$ cat config.mk
export PLATFORM = sky130hd
export DESIGN_NAME = dihr_ctrl
export DESIGN_NICKNAME = d
export VERILOG_FILES = /design/src/dihr_pkg.sv /design/src/dihr_ctrl.sv
export SDC_FILE = /design/constraint.sdc
export NUM_CORES = 1
export LEC_CHECK = 0
export BUFFER_PORTS_ARGS = -buffer_cell sky130_fd_sc_hd__buf_2
export CAP_MARGIN = 10
export CORE_AREA = 3 3 103 105
export DETAILED_ROUTE_END_ITERATION = 7
export DIE_AREA = 0 0 106 108
export PLACE_DENSITY = 0.82
export SKIP_LAST_GASP = 1
export SYNTH_ARGS = -nofsm -noshare
export SYNTH_HDL_FRONTEND = slang
export SYNTH_SLANG_ARGS = --single-unit
export TNS_END_PERCENT = 1
$ cat constraint.sdc
create_clock -name aclk -period 14.9 [get_ports aclk]
set_input_delay 2.98 -clock aclk [delete_from_list [all_inputs] [get_ports aclk]]
set_output_delay 2.98 -clock aclk [all_outputs]
set_load 0.05 [all_outputs]
$ cat src/dihr_pkg.sv
// Package of the image dihedral reorganizer: payload and register types, codes.
// No dependencies; imported by every module of the block but dihr_ram.
package dihr_pkg;

    // Transform codes of the transform register.
    localparam logic [2:0] TR_IDENTITY  = 3'd0;
    localparam logic [2:0] TR_HFLIP     = 3'd1;
    localparam logic [2:0] TR_VFLIP     = 3'd2;
    localparam logic [2:0] TR_TRANSPOSE = 3'd3;
    localparam logic [2:0] TR_ROT90     = 3'd4;
    localparam logic [2:0] TR_ROT180    = 3'd5;
    localparam logic [2:0] TR_ROT270    = 3'd6;
    localparam logic [2:0] TR_ANTITRANS = 3'd7;

    // Configuration register indexes.
    localparam int CFG_IDX_W  = 2;
    localparam int CFG_DATA_W = 9;
    localparam logic [CFG_IDX_W-1:0] CFG_TRANSFORM = 2'd0;
    localparam logic [CFG_IDX_W-1:0] CFG_IN_WIDTH  = 2'd1;
    localparam logic [CFG_IDX_W-1:0] CFG_IN_HEIGHT = 2'd2;

    // Reset values of the size registers.
    localparam logic [8:0] IN_WIDTH_RESET  = 9'd256;
    localparam logic [8:0] IN_HEIGHT_RESET = 9'd256;

    // Item modes.
    localparam logic MODE_LOAD  = 1'b0;
    localparam logic MODE_FETCH = 1'b1;

    typedef struct packed {
        logic       mode;
        logic [7:0] pixel_in;
    } in_item_t;

    typedef struct packed {
        logic [7:0] pixel_out;
        logic [7:0] out_col;
        logic [7:0] out_row;
        logic       last;
        logic       status;
    } out_item_t;

    typedef struct packed {
        logic [2:0] transform;
        logic [8:0] in_width;
        logic [8:0] in_height;
    } cfg_regs_t;

    // Position and status of a fetch, carried alongside the frame store read.
    typedef struct packed {
        logic [7:0] col;
        logic [7:0] row;
        logic       last;
        logic       status;
    } fetch_meta_t;

endpackage

$ cat src/dihr_ctrl.sv
// Load and fetch position counters and frame store address generation.
// Depends on dihr_pkg for the register, metadata and transform definitions.
module dihr_ctrl
    import dihr_pkg::*;
#(
    parameter int MAX_WIDTH  = 256,
    parameter int MAX_HEIGHT = 256
) (
    input  logic                                  aclk,
    input  logic                                  aresetn,
    input  logic                                  step_load,
    input  logic                                  step_fetch,
    input  logic                                  restart,
    input  cfg_regs_t                             cfg,
    output logic                                  ram_we,
    output logic                                  ram_re,
    output logic [$clog2(MAX_WIDTH*MAX_HEIGHT)-1:0] ram_addr,
    output fetch_meta_t                           meta
);

    localparam int CNT_W = $clog2((MAX_WIDTH > MAX_HEIGHT) ? MAX_WIDTH : MAX_HEIGHT);
    localparam int SW    = CNT_W + 10;
    localparam int XW    = CNT_W + 8;
    localparam int AW    = $clog2(MAX_WIDTH * MAX_HEIGHT);

    logic [CNT_W-1:0] load_col_reg, load_col_next;
    logic [CNT_W-1:0] load_row_reg, load_row_next;
    logic [CNT_W-1:0] emit_col_reg, emit_col_next;
    logic [CNT_W-1:0] emit_row_reg, emit_row_next;
    logic             frame_ready_reg, frame_ready_next;

    logic [SW-1:0]    in_w, in_h, w, h, ow, oh;
    logic             swap;
    logic [CNT_W-1:0] lc, lr, ec, er;
    logic [SW-1:0]    src_row_x, src_col_x;
    logic [CNT_W-1:0] src_row, src_col;
    logic [AW-1:0]    load_addr, fetch_addr;
    logic [XW-1:0]    ec_x, er_x;
    logic             load_start, load_col_more, load_row_more;
    logic             emit_col_more, emit_row_more;

    // Effective sizes: saturate to one and to the store dimensions.
    always_comb begin
        in_w = SW'(cfg.in_width);
        in_h = SW'(cfg.in_height);
        if (in_w == '0) begin
            w = SW'(1);
        end else if (in_w > SW'(MAX_WIDTH)) begin
            w = SW'(MAX_WIDTH);
        end else begin
            w = in_w;
        end
        if (in_h == '0) begin
            h = SW'(1);
        end else if (in_h > SW'(MAX_HEIGHT)) begin
            h = SW'(MAX_HEIGHT);
        end else begin
            h = in_h;
        end
        swap = (cfg.transform == TR_TRANSPOSE) || (cfg.transform == TR_ROT90) ||
               (cfg.transform == TR_ROT270) || (cfg.transform == TR_ANTITRANS);
        ow = swap ? h : w;
        oh = swap ? w : h;
    end

    // Current positions, restarted when they fall outside the frame.
    always_comb begin
        if (SW'(load_col_reg) >= w || SW'(load_row_reg) >= h) begin
            lc = '0;
            lr = '0;
        end else begin
            lc = load_col_reg;
            lr = load_row_reg;
        end
        if (SW'(emit_col_reg) >= ow || SW'(emit_row_reg) >= oh) begin
            ec = '0;
            er = '0;
        end else begin
            ec = emit_col_reg;
            er = emit_row_reg;
        end
    end

    // Source pixel of the current output position.
    always_comb begin
        case (cfg.transform)
            TR_IDENTITY: begin
                src_row_x = SW'(er);
                src_col_x = SW'(ec);
            end
            TR_HFLIP: begin
                src_row_x = SW'(er);
                src_col_x = w - SW'(1) - SW'(ec);
            end
            TR_VFLIP: begin
                src_row_x = h - SW'(1) - SW'(er);
                src_col_x = SW'(ec);
            end
            TR_TRANSPOSE: begin
                src_row_x = SW'(ec);
                src_col_x = SW'(er);
            end
            TR_ROT90: begin
                src_row_x = SW'(ec);
                src_col_x = w - SW'(1) - SW'(er);
            end
            TR_ROT180: begin
                src_row_x = h - SW'(1) - SW'(er);
                src_col_x = w - SW'(1) - SW'(ec);
            end
            TR_ROT270: begin
                src_row_x = h - SW'(1) - SW'(ec);
                src_col_x = SW'(er);
            end
            default: begin
                src_row_x = h - SW'(1) - SW'(ec);
                src_col_x = w - SW'(1) - SW'(er);
            end
        endcase
        src_row = src_row_x[CNT_W-1:0];
        src_col = src_col_x[CNT_W-1:0];
    end

    // Store addresses with a fixed row stride.
    assign load_addr  = AW'(lr) * AW'(MAX_WIDTH) + AW'(lc);
    assign fetch_addr = AW'(src_row) * AW'(MAX_WIDTH) + AW'(src_col);

    assign ram_we   = step_load;
    assign ram_re   = step_fetch & frame_ready_reg;
    assign ram_addr = step_load ? load_addr : fetch_addr;

    // Output position and status of a fetch.
    assign load_start    = (lc == '0) && (lr == '0);
    assign load_col_more = (SW'(lc) + SW'(1)) < w;
    assign load_row_more = (SW'(lr) + SW'(1)) < h;
    assign emit_col_more = (SW'(ec) + SW'(1)) < ow;
    assign emit_row_more = (SW'(er) + SW'(1)) < oh;
    assign ec_x = XW'(ec);
    assign er_x = XW'(er);

    always_comb begin
        if (frame_ready_reg) begin
            meta.col    = ec_x[7:0];
            meta.row    = er_x[7:0];
            meta.last   = ((SW'(ec) + SW'(1)) == ow) && ((SW'(er) + SW'(1)) == oh);
            meta.status = 1'b0;
        end else begin
            meta.col    = '0;
            meta.row    = '0;
            meta.last   = 1'b0;
            meta.status = 1'b1;
        end
    end

    // Counter updates.
    always_comb begin
        load_col_next    = load_col_reg;
        load_row_next    = load_row_reg;
        emit_col_next    = emit_col_reg;
        emit_row_next    = emit_row_reg;
        frame_ready_next = frame_ready_reg;
        if (restart) begin
            load_col_next    = '0;
            load_row_next    = '0;
            emit_col_next    = '0;
            emit_row_next    = '0;
            frame_ready_next = 1'b0;
        end else if (step_load) begin
            if (load_start) begin
                frame_ready_next = 1'b0;
                emit_col_next    = '0;
                emit_row_next    = '0;
            end
            if (load_col_more) begin
                load_col_next = lc + CNT_W'(1);
                load_row_next = lr;
            end else begin
                load_col_next = '0;
                if (load_row_more) begin
                    load_row_next = lr + CNT_W'(1);
                end else begin
                    load_row_next    = '0;
                    frame_ready_next = 1'b1;
                end
            end
        end else if (step_fetch && frame_ready_reg) begin
            if (emit_col_more) begin
                emit_col_next = ec + CNT_W'(1);
                emit_row_next = er;
            end else begin
                emit_col_next = '0;
                emit_row_next = emit_row_more ? (er + CNT_W'(1)) : '0;
            end
        end
    end

    always_ff @(posedge aclk) begin
        if (!aresetn) begin
            load_col_reg    <= '0;
            load_row_reg    <= '0;
            emit_col_reg    <= '0;
            emit_row_reg    <= '0;
            frame_ready_reg <= 1'b0;
        end else begin
            load_col_reg    <= load_col_next;
            load_row_reg    <= load_row_next;
            emit_col_reg    <= emit_col_next;
            emit_row_reg    <= emit_row_next;
            frame_ready_reg <= frame_ready_next;
        end
    end

endmodule

==> flow_results.xml <==
<?xml version="1.0" encoding="UTF-8"?>
<metrics>
  <group name="synth">
    <metric name="syn-num-nets" unit="">934</metric>
    <metric name="synthTopCellsByArea" unit="">sky130_fd_sc_hd__ha_1, sky130_fd_sc_hd__dfxtp_1, sky130_fd_sc_hd__nand2_1, sky130_fd_sc_hd__nor2_1, sky130_fd_sc_hd__xnor2_1</metric>
    <metric name="post_synthesis_mean_instance_area" unit="um2">7.13</metric>
    <metric name="number_of_enable_flip_flop_cells_after_synthesis" unit="">0</metric>
    <metric name="synthDistinctLibCells" unit="">82</metric>
    <metric name="synth_flop_cell" unit="">sky130_fd_sc_hd__dfxtp_1</metric>
    <metric name="async_flop_share" unit="%">0</metric>
    <metric name="synth.cell_area" unit="um2">5870</metric>
    <metric name="synth_seq_cells" unit="">33</metric>
    <metric name="ys.warnings.count" unit="">0</metric>
    <metric name="synth_top_cell_area_share" unit="%">17.5</metric>
    <metric name="synth_seq_area_share" unit="%">11.2</metric>
    <metric name="syn_inst" unit="">824</metric>
    <metric name="synth_top_cell_by_area" unit="">sky130_fd_sc_hd__ha_1</metric>
  </group>
  <group name="clocking">
    <metric name="clock_insertion_delay_worst_skew" unit="ps">310</metric>
    <metric name="cts_hold_buffers" unit="">0</metric>
    <metric name="clock_sink_count" unit="">33</metric>
    <metric name="cts_htree_levels" unit="">2</metric>
    <metric name="clock_tree_from_tritoncts" unit="">done</metric>
    <metric name="cts_buffer_depth" unit="">2</metric>
    <metric name="clock_tree.root_cell" unit="">sky130_fd_sc_hd__clkbuf_8</metric>
    <metric name="post-cts-setup-buffer-count" unit="">0</metric>
    <metric name="number_of_cts_inserted_buffers" unit="">5</metric>
    <metric name="clk_pin_slew_worst_paths" unit="ps">90</metric>
    <metric name="cts.repair.resized" unit="">0</metric>
  </group>
  <group name="worst_setup_path">
    <metric name="data_arrival_time_at_the_worst_slack_endpoint" unit="ps">9260</metric>
    <metric name="reg2reg_to" unit="">emit_row_reg[1]$_SDFFE_PP0P_</metric>
    <metric name="cp_slowest_cell" unit="">sky130_fd_sc_hd__mux2i_4</metric>
    <metric name="cp.required" unit="ps">11920</metric>
    <metric name="r2r-start" unit="">emit_row_reg[3]$_SDFFE_PP0P_</metric>
    <metric name="worstSetupEndpointType" unit="">output port</metric>
    <metric name="worstSetupStartpointType" unit="">primary input</metric>
    <metric name="worstSetupPathType" unit="">in2out</metric>
    <metric name="crit_fanout" unit="">35</metric>
    <metric name="worstRegToRegCells" unit="">20</metric>
    <metric name="timing.critical_path.slowest_cell_delay" unit="ps">960</metric>
    <metric name="reg_to_reg_setup_timing_slack" unit="ps">8740</metric>
    <metric name="timing.critical_path.cells" unit="">buf_2 &gt; mux2i_4 &gt; nor2_1 &gt; a31oi_1 &gt; ha_1 &gt; nand3b_1 &gt; mux2_2 &gt; nor3_1 &gt; a21oi_1 &gt; o2111a_1 &gt; nand2_2 &gt; nor2_1 &gt; ha_1 &gt; nand2_1 &gt; nor4_1 &gt; xnor2_1 &gt; nor2_1 &gt; ha_1 &gt; and3_1 &gt; nand3_1 &gt; nor4_1 &gt; o21a_1 &gt; buf_2</metric>
  </group>
  <group name="sta">
    <metric name="fmaxAchievable" unit="GHz">0.0817</metric>
    <metric name="setup_violating_endpoint_count_in_the_final_report" unit="">0</metric>
    <metric name="finalHoldViolCount" unit="">0</metric>
    <metric name="final_min_period_over_clock_period" unit="%">82.1</metric>
    <metric name="report.final.slew_viol_count" unit="">0</metric>
    <metric name="worst_slew_margin_rel" unit="%">23.2</metric>
    <metric name="worst_hold_slack" unit="ps">574</metric>
    <metric name="timing.setup.tns" unit="ps">0</metric>
    <metric name="grt_setup_unrepaired" unit="">false</metric>
    <metric name="worst-slew-pin-transition" unit="ps">1130</metric>
    <metric name="clock_period_minus_worst_slack" unit="ps">12240</metric>
    <metric name="timing.clock.skew" unit="ps">10.7</metric>
  </group>
  <group name="power_and_ir_drop">
    <metric name="post-layout-total-power" unit="uW">341</metric>
    <metric name="p_sw_share" unit="%">43.4</metric>
    <metric name="internal_power" unit="uW">193</metric>
    <metric name="leakage_power_of_the_design" unit="uW">0.00275</metric>
    <metric name="pwr-share-clk" unit="%">27.8</metric>
    <metric name="p_per_area" unit="nW/um2">54.4</metric>
    <metric name="net-switching-power" unit="uW">148</metric>
    <metric name="max-vdd-ir-drop" unit="mV">0.0424</metric>
    <metric name="combinationalPowerShare" unit="%">46.0</metric>
    <metric name="seqPwrFrac" unit="%">26.2</metric>
  </group>
  <group name="final_layout">
    <metric name="postLayoutCoreUtil" unit="%">64.5</metric>
    <metric name="filler_cell_count" unit="">910</metric>
    <metric name="layout_common_cells" unit="">sky130_fd_sc_hd__nand2_1, sky130_fd_sc_hd__ha_1, sky130_fd_sc_hd__nor2_1, sky130_fd_sc_hd__buf_2, sky130_fd_sc_hd__a21oi_1</metric>
    <metric name="mostFrequentLayoutCell" unit="">sky130_fd_sc_hd__nand2_1</metric>
    <metric name="drive_gt1_share" unit="%">11.5</metric>
    <metric name="instances_no_fill" unit="">979</metric>
    <metric name="areaGrowthSynthToFinish" unit="%">6.77</metric>
    <metric name="antenna-diode-count" unit="">0</metric>
    <metric name="final_nets" unit="">955</metric>
  </group>
  <group name="routing">
    <metric name="detail_route.wl_per_cell" unit="um">22.5</metric>
    <metric name="drt_drc_violations_left" unit="">0</metric>
    <metric name="routed_wl" unit="mm">22.0</metric>
    <metric name="vias_per_cell" unit="">6.90</metric>
    <metric name="detailedRoute.firstPassIterationCount" unit="">6</metric>
    <metric name="drt_iter0_drc" unit="">659</metric>
    <metric name="ant_nets" unit="">0</metric>
    <metric name="detailroute.via_count" unit="">6753</metric>
  </group>
  <group name="placement">
    <metric name="portBuffers" unit="">61</metric>
    <metric name="gp_routability_congestion" unit="">1.01</metric>
    <metric name="hpwl" unit="mm">17.1</metric>
    <metric name="place_inst" unit="">971</metric>
  </group>
  <group name="min_path">
    <metric name="worst_hold_path_type" unit="">reg2reg</metric>
    <metric name="hold_path_end" unit="">load_row_reg[1]$_SDFFE_PP0P_</metric>
    <metric name="worstHoldPathCells" unit="">2</metric>
    <metric name="hold_start" unit="">load_row_reg[1]$_SDFFE_PP0P_</metric>
  </group>
  <group name="grt">
    <metric name="grt_overflow_total" unit="">0</metric>
    <metric name="grtUsageTotal" unit="%">38.2</metric>
    <metric name="antenna_found_initial" unit="">0</metric>
    <metric name="global_route_wire_length_before_repair" unit="mm">34.4</metric>
    <metric name="gr-usage-met1" unit="%">48.8</metric>
    <metric name="first_global_vias" unit="">6390</metric>
    <metric name="grt_start_max_net_pins" unit="">51</metric>
    <metric name="globalRouteMet2Util" unit="%">63.4</metric>
    <metric name="grt-busiest-layer" unit="">met2</metric>
    <metric name="grt.met3_usage" unit="%">5.73</metric>
  </group>
  <group name="floorplanning">
    <metric name="design.portCount" unit="">62</metric>
    <metric name="die_span_x" unit="um">106</metric>
    <metric name="fp.dieArea" unit="um2">11400</metric>
    <metric name="core_area" unit="um2">9730</metric>
    <metric name="fp.dieH" unit="um">108</metric>
    <metric name="row_count" unit="">36</metric>
    <metric name="floorplan.initialDensity" unit="%">60.4</metric>
  </group>
  <group name="run">
    <metric name="maximum_capacitance_violations" unit="">0</metric>
  </group>
  <group name="run_status">
    <metric name="status" unit="">complete, no violations</metric>
  </group>
</metrics>
-- per-layer routing --
metal,part of all wire [%],up-vias
met5,0,-
met4,5.4,0
met3,11,85
met2,45,440
met1,38,3154
li1,-,3074
-- power by group through the flow --
stage                     combinational (uW)  sequential (uW)  clock [uW]
final                                    157             89.5        94.8
after global placement                   150             91.5           0
after global routing                     168             89.5        97.7
after floorplan                          117             91.0           0
after detailed placement                 152             91.5           0
after CTS                                153             89.4        95.8
-- through the flow --
stage | cell area [um2] | worst slack, ps
after floorplan | 5870 | 3930
after global placement | 6150 | 3090
after detailed placement | 6150 | 2830
after CTS | 6270 | 2820
after global routing | 6270 | 2240
final | 6270 | 2660
-- Yosys cell counts, drive strengths merged, types with 8 or more instances --
cell type / instances
a21o: 17
a21oi: 48
a221oi: 11
a22o: 9
a22oi: 10
a31oi: 20
and3: 19
buf: 14
clkbuf: 37
dfxtp: 33
ha: 82
inv: 44
mux2i: 14
nand2: 91
nand2b: 9
nand3: 43
nand4: 17
nor2: 74
nor2b: 14
nor3: 22
nor4: 8
o21ai: 46
xnor2: 29
xor2: 19
-- worst max-delay path by stage --
| stage | start | endpoint | cells after the start |
|---|---|---|---|
| 2_1_floorplan | cfg[18] | ram_addr[6] | 26 |
| 3_5_place_dp | cfg[18] | meta[1] | 23 |
| 5_1_grt | cfg[18] | meta[1] | 23 |
| 6_report | cfg[18] | meta[1] | 23 |
| 3_3_place_gp | cfg[18] | ram_addr[7] | 23 |
| 4_1_cts | cfg[18] | meta[1] | 23 |
-- critical path: cells and delay by family --
family	cells	cell delay [ps]
AO/OA/AOI/OAI	4	1260
XOR/XNOR	1	190
adder cells (fa/ha/maj)	3	970
buffers and inverters	2	480
multiplexers	2	1140
AND/OR/NAND/NOR	11	2210
-- area by class of cell --
class / instances / area (um2) / share of cell area [%]
multi-input cells: 695 / 4820 / 76.9
flip-flops and latches: 33 / 661 / 10.5
repair buffers: 65 / 335 / 5.35
inverters: 45 / 169 / 2.69
well taps: 133 / 166 / 2.65
clock buffers: 7 / 86.3 / 1.38
clock inverters: 1 / 30.0 / 0.479
-- cells by family after synthesis --
group	after synthesis	synth area share, %
AND/OR/NAND/NOR	324	26.7
AO/OA/AOI/OAI	221	26.2
buffers and inverters	96	6.67
adder cells (fa/ha/maj)	85	18.3
XOR/XNOR	49	7.54
flip-flops	33	11.2
multiplexers	16	3.26
Note: power is estimated with default switching activity, not from simulation.
